**config.mk**
```make
export PLATFORM = sky130hd
export DESIGN_NAME = dfr_config
export DESIGN_NICKNAME = d
export VERILOG_FILES = /design/src/rtl/dfr_pkg.sv /design/src/rtl/dfr_config.sv
export SDC_FILE = /design/constraint.sdc
export NUM_CORES = 1
export LEC_CHECK = 0
export ABC_CLOCK_PERIOD_IN_PS = 8500
export BUFFER_PORTS_ARGS = -buffer_cell sky130_fd_sc_hd__clkbuf_2
export CAP_MARGIN = 10
export CORE_ASPECT_RATIO = 1.25
export CORE_MARGIN = 5
export CORE_UTILIZATION = 45
export CTS_CLUSTER_SIZE = 14
export DETAILED_ROUTE_END_ITERATION = 6
export PLACE_DENSITY = 0.68
export SLEW_MARGIN = 20
export SYNTH_ARGS = -nofsm -noshare
export SYNTH_HDL_FRONTEND = slang
export SYNTH_SLANG_ARGS = --single-unit
```
**constraint.sdc**
```tcl
create_clock -name clk -period 8.5 [get_ports clk]
set_clock_uncertainty 0.15 [all_clocks]
set_input_delay 0.425 -clock clk [delete_from_list [all_inputs] [get_ports clk]]
set_output_delay 0.425 -clock clk [all_outputs]
set_load 0.01 [all_outputs]
```
**src/rtl/dfr_pkg.sv**
```systemverilog
package dfr_pkg;

	// item and result payloads
	typedef struct packed {
		logic        kind;
		logic [15:0] pulse_width;
	} item_t;

	typedef struct packed {
		logic               running;
		logic               slow_spin;
		logic signed [31:0] speed_target;
		logic               spin_direction;
		logic               telemetry_request;
		logic               frame_good;
		logic               save_request;
	} result_t;

	// item kinds
	localparam logic KIND_SAMPLE = 1'b0;
	localparam logic KIND_TICK   = 1'b1;

	// configuration port
	localparam int unsigned CFG_IDX_W  = 3;
	localparam int unsigned CFG_DATA_W = 32;

	localparam logic [CFG_IDX_W-1:0] REG_ZERO_MIN  = 3'd0;
	localparam logic [CFG_IDX_W-1:0] REG_ZERO_MAX  = 3'd1;
	localparam logic [CFG_IDX_W-1:0] REG_ONE_MIN   = 3'd2;
	localparam logic [CFG_IDX_W-1:0] REG_ONE_MAX   = 3'd3;
	localparam logic [CFG_IDX_W-1:0] REG_BIDIR     = 3'd4;
	localparam logic [CFG_IDX_W-1:0] REG_SIL_LIMIT = 3'd5;
	localparam logic [CFG_IDX_W-1:0] REG_SPEED_MIN = 3'd6;
	localparam logic [CFG_IDX_W-1:0] REG_SPEED_MAX = 3'd7;

	localparam logic [31:0] SIL_LIMIT_RST = 32'd1000;

	// configuration as seen by the datapath; span is |speed_max - speed_min|
	typedef struct packed {
		logic [15:0] zero_min;
		logic [15:0] zero_max;
		logic [15:0] one_min;
		logic [15:0] one_max;
		logic        bidir;
		logic [31:0] silence_limit;
		logic [31:0] speed_min;
		logic [31:0] span_abs;
		logic        span_neg;
	} cfg_t;

	// frame layout
	localparam int unsigned BUFFER_SIZE_DEF = 32;
	localparam int unsigned FRAME_BITS      = 16;
	localparam int unsigned THR_W           = 11;

	typedef enum logic [1:0] {
		CODE_ZERO = 2'd0,
		CODE_ONE  = 2'd1,
		CODE_ERR  = 2'd2
	} bit_code_t;

	// throttle and command codes
	localparam logic [THR_W-1:0] THR_STOP     = 11'd0;
	localparam logic [THR_W-1:0] THR_MAP_BASE = 11'd47;
	localparam logic [THR_W-1:0] THR_CMD_LIM  = 11'd37;

	localparam logic [THR_W-1:0] CMD_DIR_NORMAL    = 11'd7;
	localparam logic [THR_W-1:0] CMD_DIR_REVERSE   = 11'd8;
	localparam logic [THR_W-1:0] CMD_SAVE          = 11'd12;
	localparam logic [THR_W-1:0] CMD_SLOW_SPIN     = 11'd15;
	localparam logic [THR_W-1:0] CMD_DIR_NORMAL_T  = 11'd20;
	localparam logic [THR_W-1:0] CMD_DIR_REVERSE_T = 11'd21;

	localparam logic [15:0] REPEAT_MAX = 16'd60000;
	localparam logic [15:0] REPEAT_ARM = 16'd6;

	// speed action decided at decode, applied at the output stage
	typedef enum logic [1:0] {
		ACT_KEEP = 2'd0,
		ACT_ZERO = 2'd1,
		ACT_MAP  = 2'd2
	} speed_act_t;

	typedef struct packed {
		speed_act_t       act;
		logic [THR_W-1:0] thr_ofs;
		logic             running;
		logic             slow_spin;
		logic             spin_direction;
		logic             telemetry_request;
		logic             frame_good;
		logic             save_request;
	} dec_t;

	// scaling: x/2000 = (x>>4)/125, the /125 by reciprocal plus one correction
	localparam int unsigned PROD_W      = 43;
	localparam int unsigned DIV_SHIFT   = 4;
	localparam int unsigned B_W         = PROD_W - DIV_SHIFT;
	localparam int unsigned SPLIT       = 20;
	localparam int unsigned RECIP_W     = 34;
	localparam int unsigned RECIP_SHIFT = 40;
	localparam int unsigned QE_W        = 33;
	localparam logic [RECIP_W-1:0] RECIP   = 34'd8796093022;
	localparam logic [7:0]         DIV_ODD = 8'd125;

endpackage

```
**src/rtl/dfr_config.sv**
```systemverilog
module dfr_config (
	input  logic                             clk,
	input  logic                             arst_n,
	input  logic                             cfg_we,
	input  logic [dfr_pkg::CFG_IDX_W-1:0]    cfg_index,
	input  logic [dfr_pkg::CFG_DATA_W-1:0]   cfg_data,
	output dfr_pkg::cfg_t                    cfg
);
	import dfr_pkg::*;

	logic [15:0] zero_min_q, zero_max_q, one_min_q, one_max_q;
	logic        bidir_q;
	logic [31:0] sil_limit_q, speed_min_q, speed_max_q;
	logic [31:0] span_abs_q;
	logic        span_neg_q;
	logic [32:0] diff;

	assign diff = {speed_max_q[31], speed_max_q} - {speed_min_q[31], speed_min_q};

	always_ff @(posedge clk or negedge arst_n) begin
		if (!arst_n) begin
			zero_min_q  <= '0;
			zero_max_q  <= '0;
			one_min_q   <= '0;
			one_max_q   <= '0;
			bidir_q     <= 1'b0;
			sil_limit_q <= SIL_LIMIT_RST;
			speed_min_q <= '0;
			speed_max_q <= '0;
			span_abs_q  <= '0;
			span_neg_q  <= 1'b0;
		end else begin
			if (cfg_we) begin
				unique case (cfg_index)
					REG_ZERO_MIN:  zero_min_q  <= cfg_data[15:0];
					REG_ZERO_MAX:  zero_max_q  <= cfg_data[15:0];
					REG_ONE_MIN:   one_min_q   <= cfg_data[15:0];
					REG_ONE_MAX:   one_max_q   <= cfg_data[15:0];
					REG_BIDIR:     bidir_q     <= cfg_data[0];
					REG_SIL_LIMIT: sil_limit_q <= cfg_data;
					REG_SPEED_MIN: speed_min_q <= cfg_data;
					REG_SPEED_MAX: speed_max_q <= cfg_data;
				endcase
			end
			// span magnitude fits 32 bits; registered from the limits, so it follows them in the next cycle
			span_neg_q <= diff[32];
			span_abs_q <= diff[32] ? 32'(-diff) : diff[31:0];
		end
	end

	always_comb begin
		cfg.zero_min      = zero_min_q;
		cfg.zero_max      = zero_max_q;
		cfg.one_min       = one_min_q;
		cfg.one_max       = one_max_q;
		cfg.bidir         = bidir_q;
		cfg.silence_limit = sil_limit_q;
		cfg.speed_min     = speed_min_q;
		cfg.span_abs      = span_abs_q;
		cfg.span_neg      = span_neg_q;
	end

endmodule

```
==> results.md <==
* Global-route wire length before repair at 35.7 mm
* Cell type with the largest total area after synthesis: sky130_fd_sc_hd__dfrtp_1
* Biggest area contributors in the synthesized netlist: sky130_fd_sc_hd__dfrtp_1, sky130_fd_sc_hd__mux2_2, sky130_fd_sc_hd__ha_1
* # Max-Cap Violations at 0
* Area of the mapped netlist at 9460 sq um
* Syn avg cell area at 12.1 sq um
* Core Footprint at 20,700 sq um
* Cell types with the highest counts after synthesis: sky130_fd_sc_hd__dfrtp_1, sky130_fd_sc_hd__mux2_2, sky130_fd_sc_hd__nand2_1
* Vias per cell at 5.26
* Drt total wl at 22.0 mm
* Worst path arrival time at 4.59 ns
* Unique masters post-synth at 64
* Portion of the post-synthesis area used by sequential elements at 51.4%
* Yosys warnings at 0
* Sinks on Clock Net at 194
* Prevailing post-synth register cell: sky130_fd_sc_hd__dfrtp_1
* Proportion of layout cells with a drive suffix above 1 at 43.3%
* Wire per inst at 17.4 um
* Number of optimization iterations in the first detailed-route pass at 7
* Number of buffers inserted by port buffering at 199
* CTS clk-pin slew, worst paths at 0.08 ns
* Startpoint type of the worst setup path: flip-flop
* Number of antenna-violating nets in the routed design at 0
* Layout overhead on the synthesized area at 20.5%
* Result of the run: finished, violations left
* Delay-heaviest family, CP: compound AO/OA/AOI/OAI gates
* Unrepaired setup endpoints after global routing: false
* Largest net degree at the start of global routing at 134
* Period minus WS final at 4.39 ns
* Total routing usage reported by global routing at 18.5%
* Setup TNS after final layout at 0 ns
* Starting utilization of the core area at 45.6%
* Worst relative slew slack at 30.3%
* Slack of the critical path at 4.11 ns
* Critical path data required time at 8.70 ns
* Clock Latency Late Sink at 0.43 ns
* Setup CP Type: flip-flop to flip-flop
* Total die area at 24,000 sq um
* Number of setup violations in the final report at 0
* Number of top-level pins at 200
* Count of buffering cells on the critical path with inverters included at 1
* Violated checks: design-rule violations
* Final period utilization at 51.6%
* Class of the tightest hold or removal check: input port to flip-flop
* Fmax achieved at 228 MHz
* Number of enable flip-flop cells after synthesis at 0
* Net count of the finished layout at 1,051
* Std cell rows at 59
* Slew at the pin with the worst max-slew slack at 1.04 ns
* Clk buf depth at 2
* Clock tree from TritonCTS: built
* Critical-path maximum fanout at 19
* Remaining global-route overflow at 0
* Diode count at 0
* Half-perimeter wire length after detailed placement at 16.5 mm
* Fin util at 55.0%
* Final Hold Violating Endpoints at 0
* TritonCTS Buffers at 17
* Placer's final routability congestion estimate at 0.889
* Antenna violations before repair at 0
* DP Worst Slack at 4.11 ns
* Via count at 6,653
* Share of Yosys cell area claimed by the top area cell type at 49.7%
* Maximum ir drop on the vdd rail at 0.170 mV
* H-tree levels at 4
* Power consumption at 3.82 mW
* Horiz. Die Dim at 140 um
* Synth Register Bits at 194
* Critical path capture point type: flip-flop
* Number of gates resized after CTS at 0
* Post-Synthesis Cells at 780
* Pins over their slew limit at 0
* Share of flip-flops with an asynchronous set or reset at 100%
* Vert. Die Dim at 172 um
* Most common cell in the synthesized netlist: sky130_fd_sc_hd__dfrtp_1
* Via count of the first global-routing pass at 6,876
* Critical-path top delay cell: sky130_fd_sc_hd__clkinv_1
* Root Buffer Master: sky130_fd_sc_hd__clkbuf_16
* Number of design rule violations left after detail routing at 2
* Max stage delay on crit path at 0.53 ns
* DRC marker count from the first detailed-route iteration at 340
* CP cell instances: ha_1 -> fa_1 -> nand2b_1 -> a211oi_2 -> o21ai_1 -> o31ai_2 -> a211o_1 -> a311o_1 -> nand2_1 -> a31oi_4 -> clkinv_1 -> o41ai_1 -> xor2_1
* Synthesized Nets at 852
* Power density over cell area at 335 nW/um^2
* Pleak at 5.37 nW
[flip-flops by register name (all words and copies together) (netlist names)]
name / flops
one_max_q: 16
speed_max_q: 32
span_neg_q: 1
span_abs_q: 32
sil_limit_q: 32
zero_max_q: 16
bidir_q: 1
speed_min_q: 32
one_min_q: 16
zero_min_q: 16
[path summary, 6_finish.rpt]
kind                                start              end  slack, ns  cells after the start
max                        speed_min_q[0]   span_abs_q[21]       4.11                     13
max reg2reg                speed_min_q[0]   span_abs_q[21]       4.11                     13
min in group asynchronous          arst_n    one_max_q[11]       0.31                      2
min                          cfg_data[18]  speed_min_q[18]       0.10                      2
max in group asynchronous          arst_n   sil_limit_q[1]       6.73                      3
min reg2reg                speed_max_q[0]   speed_max_q[0]       0.35                      1
[area by class of cell]
type	instances	area [sq um]
Sequential cell	194	4860
Inverter	42	158
Clock inverter	15	193
Timing Repair Buffer	208	1100
Multi-Input combinational cell	516	4330
Tap cell	274	343
Fill cell	1807	9340
Clock buffer	17	425
[stage by stage]
stage | instances | hold WS, ns | cell area, sq um
after global routing | 1266 | 0.0952 | 11400
after CTS | 1264 | 0.0495 | 11400
after detailed placement | 1232 | 0.342 | 10700
after global placement | 1232 | 0.336 | 10700
after floorplan | 780 | -0.0206 | 9460
final | 1266 | 0.104 | 11400
[timing repair]
| action | 4_1_cts | 5_1_grt |
|---|---|---|
| endpoints found under the hold margin | 0 | 47 |
| setup buffers | 0 | 0 |
| hold buffers | 0 | 1 |
| setup endpoints to repair | 0 | 0 |
[where the power goes]
| part | leakage [nW] | switching (mW) | internal (mW) |
|---|---|---|---|
| registers | 2.31 | 0.127 | 1.19 |
| logic | 2.77 | 0.948 | 0.727 |
| clock network | 0.295 | 0.399 | 0.426 |
| total | 5.37 | 1.47 | 2.34 |
[cells in the final DEF (no fill, tap or decap), types with 5 or more instances in the layout]
cell	count
sky130_fd_sc_hd__nor2_1	37
sky130_fd_sc_hd__clkbuf_16	17
sky130_fd_sc_hd__inv_1	41
sky130_fd_sc_hd__a21oi_1	44
sky130_fd_sc_hd__nand3_1	7
sky130_fd_sc_hd__xnor2_1	35
sky130_fd_sc_hd__o21ai_0	25
sky130_fd_sc_hd__inv_8	5
sky130_fd_sc_hd__xor2_1	21
sky130_fd_sc_hd__o21a_1	6
sky130_fd_sc_hd__nand2b_1	9
sky130_fd_sc_hd__ha_1	33
sky130_fd_sc_hd__mux2_2	161
sky130_fd_sc_hd__dfstp_2	6
sky130_fd_sc_hd__nor3_1	5
sky130_fd_sc_hd__o31ai_1	6
sky130_fd_sc_hd__nand2_1	47
sky130_fd_sc_hd__clkbuf_2	198
sky130_fd_sc_hd__dfrtp_1	188
sky130_fd_sc_hd__buf_4	7
sky130_fd_sc_hd__a21o_1	6
[routing by layer]
metal | share of wire, % | GRT usage [%]
met1 | 39 | 21.9
met2 | 53 | 33.1
met3 | 6.0 | 4.56
met4 | 1.7 | 5.98
met5 | 0 | 0
[cells by family after synthesis]
logic type	synth area share, %
XOR/XNOR	5.18
buffers and inverters	3.04
flip-flops	51.4
AND/OR/NAND/NOR	7.93
adder cells (fa/ha/maj)	4.58
multiplexers	19.2
AO/OA/AOI/OAI	8.71
No activity file was read; power rests on OpenSTA's default activity.
