`src/rtl/dfr_pkg.sv`:
```
package dfr_pkg;

	// item and result payloads
	typedef struct packed {
		logic        kind;
		logic [15:0] pulse_width;
	} item_t;

	typedef struct packed {
		logic               running;
		logic               slow_spin;
		logic signed [31:0] speed_target;
		logic               spin_direction;
		logic               telemetry_request;
		logic               frame_good;
		logic               save_request;
	} result_t;

	// item kinds
	localparam logic KIND_SAMPLE = 1'b0;
	localparam logic KIND_TICK   = 1'b1;

	// configuration port
	localparam int unsigned CFG_IDX_W  = 3;
	localparam int unsigned CFG_DATA_W = 32;

	localparam logic [CFG_IDX_W-1:0] REG_ZERO_MIN  = 3'd0;
	localparam logic [CFG_IDX_W-1:0] REG_ZERO_MAX  = 3'd1;
	localparam logic [CFG_IDX_W-1:0] REG_ONE_MIN   = 3'd2;
	localparam logic [CFG_IDX_W-1:0] REG_ONE_MAX   = 3'd3;
	localparam logic [CFG_IDX_W-1:0] REG_BIDIR     = 3'd4;
	localparam logic [CFG_IDX_W-1:0] REG_SIL_LIMIT = 3'd5;
	localparam logic [CFG_IDX_W-1:0] REG_SPEED_MIN = 3'd6;
	localparam logic [CFG_IDX_W-1:0] REG_SPEED_MAX = 3'd7;

	localparam logic [31:0] SIL_LIMIT_RST = 32'd1000;

	// configuration as seen by the datapath; span is |speed_max - speed_min|
	typedef struct packed {
		logic [15:0] zero_min;
		logic [15:0] zero_max;
		logic [15:0] one_min;
		logic [15:0] one_max;
		logic        bidir;
		logic [31:0] silence_limit;
		logic [31:0] speed_min;
		logic [31:0] span_abs;
		logic        span_neg;
	} cfg_t;

	// frame layout
	localparam int unsigned BUFFER_SIZE_DEF = 32;
	localparam int unsigned FRAME_BITS      = 16;
	localparam int unsigned THR_W           = 11;

	typedef enum logic [1:0] {
		CODE_ZERO = 2'd0,
		CODE_ONE  = 2'd1,
		CODE_ERR  = 2'd2
	} bit_code_t;

	// throttle and command codes
	localparam logic [THR_W-1:0] THR_STOP     = 11'd0;
	localparam logic [THR_W-1:0] THR_MAP_BASE = 11'd47;
	localparam logic [THR_W-1:0] THR_CMD_LIM  = 11'd37;

	localparam logic [THR_W-1:0] CMD_DIR_NORMAL    = 11'd7;
	localparam logic [THR_W-1:0] CMD_DIR_REVERSE   = 11'd8;
	localparam logic [THR_W-1:0] CMD_SAVE          = 11'd12;
	localparam logic [THR_W-1:0] CMD_SLOW_SPIN     = 11'd15;
	localparam logic [THR_W-1:0] CMD_DIR_NORMAL_T  = 11'd20;
	localparam logic [THR_W-1:0] CMD_DIR_REVERSE_T = 11'd21;

	localparam logic [15:0] REPEAT_MAX = 16'd60000;
	localparam logic [15:0] REPEAT_ARM = 16'd6;

	// speed action decided at decode, applied at the output stage
	typedef enum logic [1:0] {
		ACT_KEEP = 2'd0,
		ACT_ZERO = 2'd1,
		ACT_MAP  = 2'd2
	} speed_act_t;

	typedef struct packed {
		speed_act_t       act;
		logic [THR_W-1:0] thr_ofs;
		logic             running;
		logic             slow_spin;
		logic             spin_direction;
		logic             telemetry_request;
		logic             frame_good;
		logic             save_request;
	} dec_t;

	// scaling: x/2000 = (x>>4)/125, the /125 by reciprocal plus one correction
	localparam int unsigned PROD_W      = 43;
	localparam int unsigned DIV_SHIFT   = 4;
	localparam int unsigned B_W         = PROD_W - DIV_SHIFT;
	localparam int unsigned SPLIT       = 20;
	localparam int unsigned RECIP_W     = 34;
	localparam int unsigned RECIP_SHIFT = 40;
	localparam int unsigned QE_W        = 33;
	localparam logic [RECIP_W-1:0] RECIP   = 34'd8796093022;
	localparam logic [7:0]         DIV_ODD = 8'd125;

endpackage

```
`src/rtl/dfr_speed_map.sv`:
```
module dfr_speed_map (
	input  logic              clk,
	input  logic              arst_n,
	input  dfr_pkg::cfg_t     cfg,
	input  logic              dec_valid,
	input  dfr_pkg::dec_t     dec,
	output logic              take,
	output logic              result_valid,
	input  logic              result_ready,
	output dfr_pkg::result_t  result
);
	import dfr_pkg::*;

	logic v2_q, v3_q, v4_q, v5_q, res_v_q;
	logic free2, free3, free4, free5, free_out;

	dec_t rec_s2, rec_s3, rec_s4, rec_s5, rec_out_q;

	logic [PROD_W-1:0]            prod_s2;
	logic [B_W-1:0]               b;
	logic [B_W-SPLIT+RECIP_W-1:0] pp_hi_s3;
	logic [SPLIT+RECIP_W-1:0]     pp_lo_s3;
	logic [7:0]                   blo_s3, blo_s4;
	logic [B_W+RECIP_W-1:0]       pp_sum;
	logic [QE_W-1:0]              qe_s4;
	logic [7:0]                   rem;
	logic [31:0]                  q_s5;
	logic [31:0]                  speed_q, speed_map, speed_n;

	// each stage loads when empty or when its content moves on
	assign free_out = !res_v_q || result_ready;
	assign free5    = !v5_q || free_out;
	assign free4    = !v4_q || free5;
	assign free3    = !v3_q || free4;
	assign free2    = !v2_q || free3;
	assign take     = free2;

	always_ff @(posedge clk or negedge arst_n) begin
		if (!arst_n) begin
			v2_q    <= 1'b0;
			v3_q    <= 1'b0;
			v4_q    <= 1'b0;
			v5_q    <= 1'b0;
			res_v_q <= 1'b0;
			speed_q <= '0;
		end else begin
			if (free2)
				v2_q <= dec_valid;
			if (free3)
				v3_q <= v2_q;
			if (free4)
				v4_q <= v3_q;
			if (free5)
				v5_q <= v4_q;
			if (free_out) begin
				res_v_q <= v5_q;
				if (v5_q)
					speed_q <= speed_n;
			end
		end
	end

	// x/2000 = floor((x>>4)/125); estimate is exact or one short
	assign b      = prod_s2[PROD_W-1:DIV_SHIFT];
	assign pp_sum = {pp_hi_s3, {SPLIT{1'b0}}} + (B_W+RECIP_W)'(pp_lo_s3);
	assign rem    = blo_s4 - qe_s4[7:0] * DIV_ODD;

	always_ff @(posedge clk) begin
		if (free2) begin
			rec_s2  <= dec;
			prod_s2 <= PROD_W'(cfg.span_abs) * PROD_W'(dec.thr_ofs);
		end
		if (free3) begin
			rec_s3   <= rec_s2;
			pp_hi_s3 <= b[B_W-1:SPLIT] * RECIP;
			pp_lo_s3 <= b[SPLIT-1:0] * RECIP;
			blo_s3   <= b[7:0];
		end
		if (free4) begin
			rec_s4 <= rec_s3;
			qe_s4  <= pp_sum[B_W+RECIP_W-1:RECIP_SHIFT];
			blo_s4 <= blo_s3;
		end
		if (free5) begin
			rec_s5 <= rec_s4;
			q_s5   <= qe_s4[31:0] + 32'(rem >= DIV_ODD);
		end
		if (free_out)
			rec_out_q <= rec_s5;
	end

	assign speed_map = cfg.span_neg ? cfg.speed_min - q_s5 : cfg.speed_min + q_s5;

	always_comb begin
		unique case (rec_s5.act)
			ACT_KEEP: speed_n = speed_q;
			ACT_ZERO: speed_n = '0;
			ACT_MAP:  speed_n = speed_map;
			default:  speed_n = speed_q;
		endcase
	end

	assign result_valid = res_v_q;

	always_comb begin
		result.running           = rec_out_q.running;
		result.slow_spin         = rec_out_q.slow_spin;
		result.speed_target      = speed_q;
		result.spin_direction    = rec_out_q.spin_direction;
		result.telemetry_request = rec_out_q.telemetry_request;
		result.frame_good        = rec_out_q.frame_good;
		result.save_request      = rec_out_q.save_request;
	end

endmodule

```
`config.mk`:
```
export PLATFORM = sky130hd
export DESIGN_NAME = dfr_speed_map
export DESIGN_NICKNAME = d
export VERILOG_FILES = /design/src/rtl/dfr_pkg.sv /design/src/rtl/dfr_speed_map.sv
export SDC_FILE = /design/constraint.sdc
export NUM_CORES = 2
export LEC_CHECK = 0
export BUFFER_PORTS_ARGS = -buffer_cell sky130_fd_sc_hd__buf_4
export CAP_MARGIN = 0
export CORE_MARGIN = 10
export CORE_UTILIZATION = 50
export CTS_BUF_LIST = sky130_fd_sc_hd__clkbuf_2 sky130_fd_sc_hd__clkbuf_4 sky130_fd_sc_hd__clkbuf_8
export CTS_CLUSTER_SIZE = 25
export DETAILED_ROUTE_END_ITERATION = 10
export PLACE_DENSITY = 0.79
export REMOVE_ABC_BUFFERS = 1
export SLEW_MARGIN = 20
export SYNTH_ARGS = -nofsm -noshare
export SYNTH_HDL_FRONTEND = slang
export SYNTH_SLANG_ARGS = --single-unit
```
`constraint.sdc`:
```
create_clock -name clk -period 9.03 [get_ports clk]
set_input_delay 0.4515 -clock clk [delete_from_list [all_inputs] [get_ports clk]]
set_output_delay 0.4515 -clock clk [all_outputs]
set_load 0.01 [all_outputs]
```
==> results.cfg <==
[min_path]
holdPathEnd = rec_s2[5]$_DFFE_PP_
hold_depth = 1
hold_start = dec[5]
worst_hold_path_type = in -> reg

[placement]
dp_hpwl_mm = 77.7
gp_congestion = 0.969
port_buffers = 127
place_area_um2 = 45100

[routing]
first_iter_violations = 1691
drt.antenna.violating_nets = 0
wl_per_cell_um = 17.0
vias_per_cell = 5.25
num_vias = 28700
first_pass_iters = 5
wl_mm = 92.8
remaining_drc_errors = 0

[logic_synthesis]
syn-cell-area_um2 = 43000
netlist_instances = 4178
yosys-top-cells-area = fa_1 32%, ha_1 18%, edfxtp_1 17%
ys_warn_count = 0
syn_area_per_cell_um2 = 10.3
synth_top_cell_area_share_pct = 31.9
seq_area_frac_synth_pct = 19.0
synth_ff_type = edfxtp_1
synthDistinctLibCells = 79
ys_async_sr_fraction_pct = 13.3
synth-edff-count = 241
synth_seq_cells = 278
yosys.area.top_type = fa_1

[clock_tree]
insertion_delay_ps = 650
holdBufCountCts = 5
clock_path_buffers = 3
cts_setup_buffers = 0
cts_tree = built
htree_levels = 2
cts_root_buffer = clkbuf_8
cts_resized = 0
cts_sinks = 278
cts-buffers-inserted = 45
path_clk_slew_ps = 60

[die]
fp.coreArea_um2 = 85100
start_util_pct = 50.5
std_cell_rows = 107
io_pins = 225
die_w_um = 313
die_h_um = 313
design.die.area_um2 = 98100

[sta]
min_period_ps = 7430
finalSetupViolCount = 0
rsz0062_at_grt = no
tns_ps = 0
finalClockSkew_ps = 63.9
finalMaxSlewViolations = 0
fmax_ghz = 0.135
max_slew_margin_pct = 35.4
hold_viol_final = 0
fin_crit_sh_pct = 82.3
tightestPinTransition_ps = 969

[layout]
final_cell_mix = 967 x inv_1, 685 x fa_1, 628 x ha_1
final_area_um2 = 46100
drive_above_1_share_pct = 5.60
layout_commonest_cell = inv_1
fin_nets = 5784
syn2layout_area_growth_pct = 7.28
fin_util_pct = 54.1
nFillCells = 7329

[setup_path]
critPathMostFrequentCell = inv_1
r2r_slack_ps = 1600
regToRegEndpoint = pp_lo_s3[52]$_DFFE_PP_
crit_required_ps = 9510
cp_slowest_cell = edfxtp_1
reg2reg_from = prod_s2[7]$_DFFE_PP_
slowest_delay_ps = 830
path_cells = inv_1 -> ha_1 -> inv_1 -> fa_1 -> fa_1 -> inv_1 -> fa_1 -> inv_1 -> fa_1 -> inv_1 -> fa_1 -> inv_1 -> ha_1 -> ha_1 -> a211oi_1 -> nand2_1 -> a2111oi_2 -> nor2_2 -> a31oi_2 -> a2111o_1 -> a31o_2 -> o21ai_2 -> o311ai_1 -> a21boi_1
reg2regPathDepth = 24
startpoint_type = flip-flop
worstSetupEndpointType = flip-flop
crit_arrival_ps = 7910
critical_path_class = reg -> reg
crit_path_max_fanout = 10

[flow_run]
maxCapViolations = 0

[grt]
grt_pass1_vias = 30800
grt_max_degree = 81
grt_util_all_layers_pct = 19.3
grt_overflow = 0
antenna_found_initial = 2
grt_pass1_wl_mm = 155

[outcome]
status = finished clean
## synthesized netlist by cell type (37+ instances only)
master / number
inv_1: 967
fa_1: 685
ha_1: 628
nand2_1: 345
edfxtp_1: 241
xnor2_1: 176
a21oi_1: 162
and2_1: 130
nor2_1: 101
a21o_1: 79
clkbuf_1: 72
xor2_1: 61
nand3_1: 52
o21ai_0: 50
dfrtp_1: 37
## sequential cells by signal (all words and copies together) (netlist names), 6 cells and up
register,count
result,6
speed_q,32
rec_s5,8
qe_s4,32
q_s5,32
blo_s4,8
rec_s2,8
prod_s2,39
pp_hi_s3,51
blo_s3,8
pp_lo_s3,33
rec_s3,8
rec_s4,8
## per-stage QoR
stage	setup WS (ps)	instances	hold slack [ps]
2_1_floorplan	2680	4101	156
4_1_cts	1640	5462	10.3
5_1_grt	1270	5464	16.1
3_5_place_dp	1620	5378	405
6_report	1600	5464	49.2
3_3_place_gp	1670	5378	401
## critical path, delay by kind of cell, from the launching register on
family	cells	cell delay, ps
compound gates	8	2220
fa+ha+maj	8	3450
buf+inv	6	510
flops	1	830
simple gates	2	270
## layout make-up
class	count	area [um^2]	area share [%]
multi-input cells	2854	30900	67.0
flip-flops and latches	278	8160	17.7
inverters	969	3640	7.89
well taps	1144	1430	3.11
repair buffers	138	1050	2.27
clock buffers	58	736	1.60
clock inverters	21	180	0.391
diodes	2	5.00	0.0109
## layer usage
layer  vias to the layer above  routed length, um  global-route usage (%)  part of all wire, %
met1                     14100              39500                    25.4                   43
met2                       845              44700                    32.8                   48
met3                       159               6410                    3.48                  6.9
li1                      13500                  -                       -                    -
met5                         -                  0                       0                    0
met4                         0               2240                    5.01                  2.4
## cell families (layout without fill, tap and decap cells)
| group | after synthesis | after routing | share of synthesized area (%) |
|---|---|---|---|
| compound gates | 507 | 507 | 7.91 |
| mux | 3 | 3 | 0.0728 |
| buf+inv | 1046 | 1186 | 9.14 |
| other cells | 0 | 2 | 0 |
| simple gates | 794 | 794 | 8.84 |
| flops | 278 | 278 | 19.0 |
| xor+xnor | 237 | 237 | 4.83 |
| fa+ha+maj | 1313 | 1313 | 50.2 |
## worst max-delay path by stage
stage	from	endpoint	slack (ps)	cells after the start
2_1_floorplan	prod_s2[16]$_DFFE_PP_	pp_lo_s3[43]$_DFFE_PP_	2680	23
3_3_place_gp	prod_s2[7]$_DFFE_PP_	pp_lo_s3[52]$_DFFE_PP_	1670	25
3_5_place_dp	prod_s2[7]$_DFFE_PP_	pp_lo_s3[52]$_DFFE_PP_	1620	25
4_1_cts	prod_s2[7]$_DFFE_PP_	pp_lo_s3[52]$_DFFE_PP_	1640	25
5_1_grt	prod_s2[7]$_DFFE_PP_	pp_lo_s3[52]$_DFFE_PP_	1270	24
6_report	prod_s2[7]$_DFFE_PP_	pp_lo_s3[52]$_DFFE_PP_	1600	24
Power is left out: the tool's default activity adds up to more than one toggle a clock period on the data nets, which glitch-free logic cannot reach.
