==> src/rtl/dfr_pkg.sv <==
package dfr_pkg;

	// item and result payloads
	typedef struct packed {
		logic        kind;
		logic [15:0] pulse_width;
	} item_t;

	typedef struct packed {
		logic               running;
		logic               slow_spin;
		logic signed [31:0] speed_target;
		logic               spin_direction;
		logic               telemetry_request;
		logic               frame_good;
		logic               save_request;
	} result_t;

	// item kinds
	localparam logic KIND_SAMPLE = 1'b0;
	localparam logic KIND_TICK   = 1'b1;

	// configuration port
	localparam int unsigned CFG_IDX_W  = 3;
	localparam int unsigned CFG_DATA_W = 32;

	localparam logic [CFG_IDX_W-1:0] REG_ZERO_MIN  = 3'd0;
	localparam logic [CFG_IDX_W-1:0] REG_ZERO_MAX  = 3'd1;
	localparam logic [CFG_IDX_W-1:0] REG_ONE_MIN   = 3'd2;
	localparam logic [CFG_IDX_W-1:0] REG_ONE_MAX   = 3'd3;
	localparam logic [CFG_IDX_W-1:0] REG_BIDIR     = 3'd4;
	localparam logic [CFG_IDX_W-1:0] REG_SIL_LIMIT = 3'd5;
	localparam logic [CFG_IDX_W-1:0] REG_SPEED_MIN = 3'd6;
	localparam logic [CFG_IDX_W-1:0] REG_SPEED_MAX = 3'd7;

	localparam logic [31:0] SIL_LIMIT_RST = 32'd1000;

	// configuration as seen by the datapath; span is |speed_max - speed_min|
	typedef struct packed {
		logic [15:0] zero_min;
		logic [15:0] zero_max;
		logic [15:0] one_min;
		logic [15:0] one_max;
		logic        bidir;
		logic [31:0] silence_limit;
		logic [31:0] speed_min;
		logic [31:0] span_abs;
		logic        span_neg;
	} cfg_t;

	// frame layout
	localparam int unsigned BUFFER_SIZE_DEF = 32;
	localparam int unsigned FRAME_BITS      = 16;
	localparam int unsigned THR_W           = 11;

	typedef enum logic [1:0] {
		CODE_ZERO = 2'd0,
		CODE_ONE  = 2'd1,
		CODE_ERR  = 2'd2
	} bit_code_t;

	// throttle and command codes
	localparam logic [THR_W-1:0] THR_STOP     = 11'd0;
	localparam logic [THR_W-1:0] THR_MAP_BASE = 11'd47;
	localparam logic [THR_W-1:0] THR_CMD_LIM  = 11'd37;

	localparam logic [THR_W-1:0] CMD_DIR_NORMAL    = 11'd7;
	localparam logic [THR_W-1:0] CMD_DIR_REVERSE   = 11'd8;
	localparam logic [THR_W-1:0] CMD_SAVE          = 11'd12;
	localparam logic [THR_W-1:0] CMD_SLOW_SPIN     = 11'd15;
	localparam logic [THR_W-1:0] CMD_DIR_NORMAL_T  = 11'd20;
	localparam logic [THR_W-1:0] CMD_DIR_REVERSE_T = 11'd21;

	localparam logic [15:0] REPEAT_MAX = 16'd60000;
	localparam logic [15:0] REPEAT_ARM = 16'd6;

	// speed action decided at decode, applied at the output stage
	typedef enum logic [1:0] {
		ACT_KEEP = 2'd0,
		ACT_ZERO = 2'd1,
		ACT_MAP  = 2'd2
	} speed_act_t;

	typedef struct packed {
		speed_act_t       act;
		logic [THR_W-1:0] thr_ofs;
		logic             running;
		logic             slow_spin;
		logic             spin_direction;
		logic             telemetry_request;
		logic             frame_good;
		logic             save_request;
	} dec_t;

	// scaling: x/2000 = (x>>4)/125, the /125 by reciprocal plus one correction
	localparam int unsigned PROD_W      = 43;
	localparam int unsigned DIV_SHIFT   = 4;
	localparam int unsigned B_W         = PROD_W - DIV_SHIFT;
	localparam int unsigned SPLIT       = 20;
	localparam int unsigned RECIP_W     = 34;
	localparam int unsigned RECIP_SHIFT = 40;
	localparam int unsigned QE_W        = 33;
	localparam logic [RECIP_W-1:0] RECIP   = 34'd8796093022;
	localparam logic [7:0]         DIV_ODD = 8'd125;

endpackage

==> src/rtl/dfr_decode.sv <==
module dfr_decode #(
	parameter int unsigned BUFFER_SIZE = dfr_pkg::BUFFER_SIZE_DEF
) (
	input  logic            clk,
	input  logic            arst_n,
	input  dfr_pkg::item_t  item,
	input  logic            accept,
	input  logic            load,
	input  dfr_pkg::cfg_t   cfg,
	output logic            dec_valid,
	output dfr_pkg::dec_t   dec
);
	import dfr_pkg::*;

	localparam int unsigned CNT_W = $clog2(BUFFER_SIZE + 1);

	bit_code_t        hist_q [FRAME_BITS];
	logic [CNT_W-1:0] cnt_q;
	logic [31:0]      sil_q;
	logic [THR_W-1:0] last_q;
	logic [15:0]      rep_q;
	logic             dir_q, tele_q, run_q, slow_q;
	logic             s1_v_q;
	dec_t             s1_q;

	bit_code_t        code;
	logic             is_tick, is_sample, take_sample;
	logic [CNT_W-1:0] cnt_n;
	logic [31:0]      sil_n;
	logic [THR_W-1:0] last_n, thr;
	logic [15:0]      rep_n;
	logic             dir_n, tele_n, run_n, slow_n;
	logic [15:0]      word;
	logic             no_err, good;
	logic [3:0]       crc, chk;
	logic [11:0]      data;
	dec_t             rec;

	assign is_tick     = accept && (item.kind == KIND_TICK);
	assign is_sample   = accept && (item.kind == KIND_SAMPLE);
	assign take_sample = is_sample && (cnt_q < CNT_W'(BUFFER_SIZE));

	// zero window wins where the windows overlap
	always_comb begin
		priority if (item.pulse_width >= cfg.zero_min && item.pulse_width <= cfg.zero_max)
			code = CODE_ZERO;
		else if (item.pulse_width >= cfg.one_min && item.pulse_width <= cfg.one_max)
			code = CODE_ONE;
		else
			code = CODE_ERR;
	end

	// frame assembly, oldest sample is the MSB
	always_comb begin
		no_err = 1'b1;
		for (int i = 0; i < FRAME_BITS; i++) begin
			word[FRAME_BITS-1-i] = hist_q[i][0];
			if (hist_q[i] == CODE_ERR)
				no_err = 1'b0;
		end
		data = word[15:4];
		crc  = word[3:0] ^ {4{cfg.bidir}};
		chk  = data[3:0] ^ data[7:4] ^ data[11:8];
		thr  = data[11:1];
	end

	always_comb begin
		cnt_n  = cnt_q;
		sil_n  = sil_q;
		last_n = last_q;
		rep_n  = rep_q;
		dir_n  = dir_q;
		tele_n = tele_q;
		run_n  = run_q;
		slow_n = slow_q;
		good   = 1'b0;
		rec    = '0;
		rec.act = ACT_KEEP;

		if (take_sample)
			cnt_n = cnt_q + CNT_W'(1);

		if (is_tick) begin
			// silence watchdog
			if (sil_q != '1)
				sil_n = sil_q + 32'd1;
			if (sil_n > cfg.silence_limit) begin
				sil_n   = cfg.silence_limit;
				run_n   = 1'b0;
				slow_n  = 1'b0;
				rec.act = ACT_ZERO;
			end

			if (cnt_q >= CNT_W'(FRAME_BITS)) begin
				cnt_n = '0;
				good  = no_err && (crc == chk);
			end

			if (good) begin
				sil_n  = '0;
				tele_n = data[0];
				if (thr > THR_MAP_BASE) begin
					run_n       = 1'b1;
					slow_n      = 1'b0;
					rec.act     = ACT_MAP;
					rec.thr_ofs = thr - THR_MAP_BASE;
				end
				if (thr == last_q) begin
					if (rep_q < REPEAT_MAX)
						rep_n = rep_q + 16'd1;
				end else begin
					rep_n = '0;
				end
				last_n = thr;
				// special commands only while stopped and repeated
				if (thr < THR_CMD_LIM && !run_n && rep_n > REPEAT_ARM) begin
					unique case (thr)
						CMD_DIR_NORMAL: begin
							dir_n = 1'b0;
							rec.save_request = 1'b1;
						end
						CMD_DIR_REVERSE: begin
							dir_n = 1'b1;
							rec.save_request = 1'b1;
						end
						CMD_SAVE:          rec.save_request = 1'b1;
						CMD_SLOW_SPIN: begin
							run_n   = 1'b0;
							slow_n  = 1'b1;
							rec.act = ACT_ZERO;
						end
						CMD_DIR_NORMAL_T:  dir_n = 1'b0;
						CMD_DIR_REVERSE_T: dir_n = 1'b1;
						default: ;
					endcase
				end
				if (thr == THR_STOP) begin
					run_n   = 1'b0;
					slow_n  = 1'b0;
					rec.act = ACT_ZERO;
				end
			end
		end

		rec.running           = run_n;
		rec.slow_spin         = slow_n;
		rec.spin_direction    = dir_n;
		rec.telemetry_request = tele_n;
		rec.frame_good        = good;
	end

	always_ff @(posedge clk or negedge arst_n) begin
		if (!arst_n) begin
			for (int i = 0; i < FRAME_BITS; i++)
				hist_q[i] <= CODE_ERR;
			cnt_q  <= '0;
			sil_q  <= '0;
			last_q <= '0;
			rep_q  <= '0;
			dir_q  <= 1'b0;
			tele_q <= 1'b0;
			run_q  <= 1'b0;
			slow_q <= 1'b0;
			s1_v_q <= 1'b0;
		end else begin
			if (take_sample) begin
				for (int i = 0; i < FRAME_BITS - 1; i++)
					hist_q[i] <= hist_q[i+1];
				hist_q[FRAME_BITS-1] <= code;
			end
			if (accept) begin
				cnt_q  <= cnt_n;
				sil_q  <= sil_n;
				last_q <= last_n;
				rep_q  <= rep_n;
				dir_q  <= dir_n;
				tele_q <= tele_n;
				run_q  <= run_n;
				slow_q <= slow_n;
			end
			if (load)
				s1_v_q <= is_tick;
		end
	end

	always_ff @(posedge clk) begin
		if (load)
			s1_q <= rec;
	end

	assign dec_valid = s1_v_q;
	assign dec       = s1_q;

`ifndef SYNTHESIS
	a_cnt_bound: assert property (@(posedge clk) disable iff (!arst_n)
		cnt_q <= CNT_W'(BUFFER_SIZE))
		else $error("sample count beyond buffer size");

	a_sil_clamp: assert property (@(posedge clk) disable iff (!arst_n)
		is_tick |=> sil_q <= cfg.silence_limit)
		else $error("silence counter above limit after tick");

	a_rep_sat: assert property (@(posedge clk) disable iff (!arst_n)
		rep_q <= REPEAT_MAX)
		else $error("repeat count past saturation");

	a_save_cond: assert property (@(posedge clk) disable iff (!arst_n)
		(s1_v_q && s1_q.save_request) |-> (s1_q.frame_good && !s1_q.running))
		else $error("save request without good frame or while running");
`endif

endmodule

==> config.mk <==
export PLATFORM = sky130hd
export DESIGN_NAME = dfr_decode
export DESIGN_NICKNAME = d
export VERILOG_FILES = /design/src/rtl/dfr_pkg.sv /design/src/rtl/dfr_decode.sv
export SDC_FILE = /design/constraint.sdc
export NUM_CORES = 1
export LEC_CHECK = 0
export BUFFER_PORTS_ARGS = -buffer_cell sky130_fd_sc_hd__buf_4
export CAP_MARGIN = 20
export CORE_ASPECT_RATIO = 0.75
export CORE_MARGIN = 4
export CORE_UTILIZATION = 60
export CTS_CLUSTER_DIAMETER = 100
export DETAILED_ROUTE_END_ITERATION = 8
export GPL_TIMING_DRIVEN = 0
export PLACE_DENSITY_LB_ADDON = 0.3
export SETUP_SLACK_MARGIN = 0.1
export SYNTH_ARGS = -nofsm -noshare
export SYNTH_HDL_FRONTEND = slang
export SYNTH_SLANG_ARGS = --single-unit
==> constraint.sdc <==
create_clock -name clk -period 8.1 [get_ports clk]
set_input_delay 0.81 -clock clk [delete_from_list [all_inputs] [get_ports clk]]
set_output_delay 0.81 -clock clk [all_outputs]
set_load 0.05 [all_outputs]
==> results.json <==
{
  "setup-violations-final": 0,
  "finalInstanceArea_mm2": 0.0113,
  "dp_cells": 1464,
  "antenna_found_initial": 1,
  "hold_class": "input port to async pin",
  "synth_top_family_by_area": "simple AND/OR/NAND/NOR gates",
  "cts_setup_buffers": 0,
  "maxSlewHeadroom_pct": 26.4,
  "ctsHoldBuffers": 0,
  "core_mm2": 0.0153,
  "startpoint_type": "flip-flop",
  "synth_compound_area_share_pct": 15.7,
  "grt_pass1_wl_um": 42600,
  "wl_per_cell_um": 17.4,
  "synth_fa_ha_area_share_pct": 13.6,
  "fill_cells": 1150,
  "fin_crit_ns": 5.36,
  "cts_buffers": 17,
  "power_leakage_nw": 5.69,
  "synth-simple-area-share_pct": 20.1,
  "crit_path_end_kind": "flip-flop",
  "clockBufferDepth": 2,
  "routabilityCongestion": 0.956,
  "finalCritPeriodShare_pct": 66.1,
  "p_sw_w": 0.00102,
  "synth_area_per_cell_um2": 8.40,
  "crit_type": "flip-flop to flip-flop",
  "peakVddDrop_v": 0.000172,
  "seq_area_frac_synth_pct": 33.4,
  "grt_max_degree": 58,
  "synthArstFlopShare_pct": 84.3,
  "status": "complete, no violations",
  "power_switching_share_pct": 37.9,
  "fmax_ghz": 0.187,
  "viasPerCell": 5.94,
  "arrival_ns": 5.53,
  "track_usage_pct": 29.6,
  "grt_setup_unrepaired": "no",
  "worstMarginPinSlew_ns": 1.09,
  "dp_hpwl_um": 19300,
  "final_layout_size_suffix_gt1_share_pct": 16.4,
  "clockPowerShare_pct": 29.1,
  "die_h_um": 116,
  "hold_viol_final": 0,
  "num_io_pins": 203,
  "yosys_warnings": 0,
  "vias": 8883,
  "ys.flop_type": "dfrtp_1",
  "io_buffers": 137,
  "stdcell_count": 1496,
  "comb_power_share_pct": 37.4,
  "clk_pin_slew_ns": 0.06,
  "synth_top_cell_area_share_pct": 22.9,
  "syn_area_mm2": 0.00942,
  "dr.pass1.iters": 6,
  "rrSetupSlack_ns": 2.74,
  "ys_ff_latch": 121,
  "timing.hold.ws_ns": 0.419,
  "drc": 0,
  "internal_power_w": 0.00167,
  "synth_largest_area_cell": "dfrtp_1",
  "wirelength_um": 26000,
  "max_cap_viol_count": 0,
  "cts_tree": "done",
  "synthCells": 1121,
  "p_seq_share_pct": 33.5,
  "area_delta_synth_final_pct": 20.3,
  "synthMuxAreaShare_pct": 3.89,
  "fin_skew_ns": 0.0120,
  "initial_core_util_pct": 61.4,
  "dr.first_iter.drc_count": 875,
  "cts_sinks": 121,
  "grt_pass1_vias": 8566,
  "die_x_um": 153,
  "power_density_mw_per_mm2": 238,
  "rr_worst_depth": 15,
  "crit_fanout": 10,
  "dpl-instance-area_mm2": 0.0107,
  "r2r_end": "dec[17]",
  "synth.area.top_cells": "dfrtp_1, ha_1, nand2_1",
  "synth-xor-area-share_pct": 6.30,
  "clkLatencyLatePin_ns": 0.42,
  "r2r-start": "sil_q[1]",
  "cts_root_buf": "clkbuf_16",
  "cts_max_level": 4,
  "setup_tns_ns": 0,
  "slew_violations": 0,
  "final_nets": 1563,
  "rows": 39,
  "synth_fp_nets": 1406,
  "synth_cell_types": 67,
  "ant_nets": 0,
  "dieArea_mm2": 0.0178,
  "synth_edf_count": 19,
  "cts_resized": 0,
  "cp.required_ns": 8.27,
  "antenna_cells": 0,
  "grt_overflow": 0
}
critical path: stages (launching register included):
cell	delay, ns
dfrtp_1	0.43
ha_1	0.18
clkbuf_1	0.32
nand3_1	0.30
nor4_4	0.60
nor2_2	0.22
nand3_1	0.23
or3_1	0.18
xnor2_1	0.12
ha_1	0.27
a21oi_1	0.31
or4b_1	0.53
a211o_1	0.34
a21boi_1	0.79
nor2_1	0.12
o21a_1	0.15
cell families (layout without fill, tap and decap cells):
kind of cell	count (synthesis)	in the layout
buffers and inverters	171	341
adder cells (fa/ha/maj)	102	102
XOR/XNOR	63	63
AND/OR/NAND/NOR	390	390
flip-flops	121	121
multiplexers	36	36
AO/OA/AOI/OAI	238	238
synthesized netlist by cell type (21+ instances only):
| master | instances |
|---|---|
| ha_1 | 102 |
| o21ai_0 | 86 |
| xnor2_1 | 38 |
| mux2i_1 | 31 |
| clkbuf_1 | 32 |
| inv_1 | 127 |
| xor2_1 | 22 |
| dfrtp_1 | 86 |
| nor2_1 | 68 |
| a21oi_1 | 35 |
| nand4_1 | 25 |
| nand3_1 | 36 |
| a21o_1 | 21 |
| nand2_1 | 158 |
worst max path at each step:
stage               depth (start not counted)       to      from  slack (ns)
finish                                     15  dec[17]  sil_q[1]        2.74
global route                               15  dec[17]  sil_q[1]        2.55
CTS                                        15   dec[4]  sil_q[3]        2.97
detailed placement                         15  dec[17]  sil_q[3]        3.07
global placement                           16  dec[17]  sil_q[0]        3.07
floorplan                                  15  dec[17]  sil_q[7]        3.80
final cells by class:
class / count / area, µm² / area share (%)
buffer: 43 / 178 / 1.57
clock buffer: 19 / 433 / 3.82
clock inverter: 13 / 166 / 1.47
inverter: 128 / 480 / 4.24
multi-input combinational: 829 / 5610 / 49.6
sequential: 121 / 3140 / 27.7
tap: 205 / 256 / 2.26
timing repair buffer: 138 / 1060 / 9.32
stage by stage:
stage / setup WS (ns) / utilization (%) / power [W]
2_1_floorplan: 3.80 / - / 0.00158
3_3_place_gp: 3.07 / 69.8 / 0.00183
3_5_place_dp: 3.07 / 70.0 / 0.00187
4_1_cts: 2.97 / 73.9 / 0.00267
5_1_grt: 2.55 / 73.9 / 0.00286
6_report: 2.74 / 73.9 / 0.00269
sequential cells by signal, summed over array words and instances (netlist names):
name / count
cnt_q: 6
data: 12
dec: 19
dec_valid: 1
dir_q: 1
hist_q: 20
last_q: 11
rep_q: 16
run_q: 1
sil_q: 32
slow_q: 1
tele_q: 1
cell usage in the layout (no fill, tap or decap), types with 12 or more instances in the layout:
cell type / synthesis / layout
dfrtp_1: 86 / 86
buf_4: 1 / 138
nand3_1: 36 / 36
nand2b_1: 12 / 12
a21o_1: 21 / 21
edfxtp_1: 19 / 19
nand2_1: 158 / 158
a31oi_1: 19 / 19
and3_1: 12 / 12
xor2_1: 22 / 22
mux2i_1: 31 / 31
clkbuf_1: 32 / 34
nor3_1: 16 / 16
o22ai_1: 17 / 17
a21oi_1: 35 / 35
inv_1: 127 / 127
xnor2_1: 38 / 38
nor2_1: 68 / 68
ha_1: 102 / 102
clkbuf_16: 0 / 17
dfstp_2: 16 / 16
o21ai_0: 86 / 86
nand4_1: 25 / 25
power groups by stage:
stage                     Sequential [W]  Combinational, W  Clock [W]
final                           0.000902           0.00101   0.000783
after global routing            0.000919           0.00112   0.000820
after CTS                       0.000895          0.000989   0.000790
after detailed placement        0.000900          0.000974          0
after global placement          0.000896          0.000939          0
after floorplan                 0.000881          0.000695          0
metal layers:
metal / track usage (%) / part of all wire, %
met4: 10.2 / 2.3
met5: 0 / 0.077
met3: 6.63 / 9.4
met2: 46.8 / 44
met1: 40.8 / 44
No activity file was read; power rests on OpenSTA's default activity.
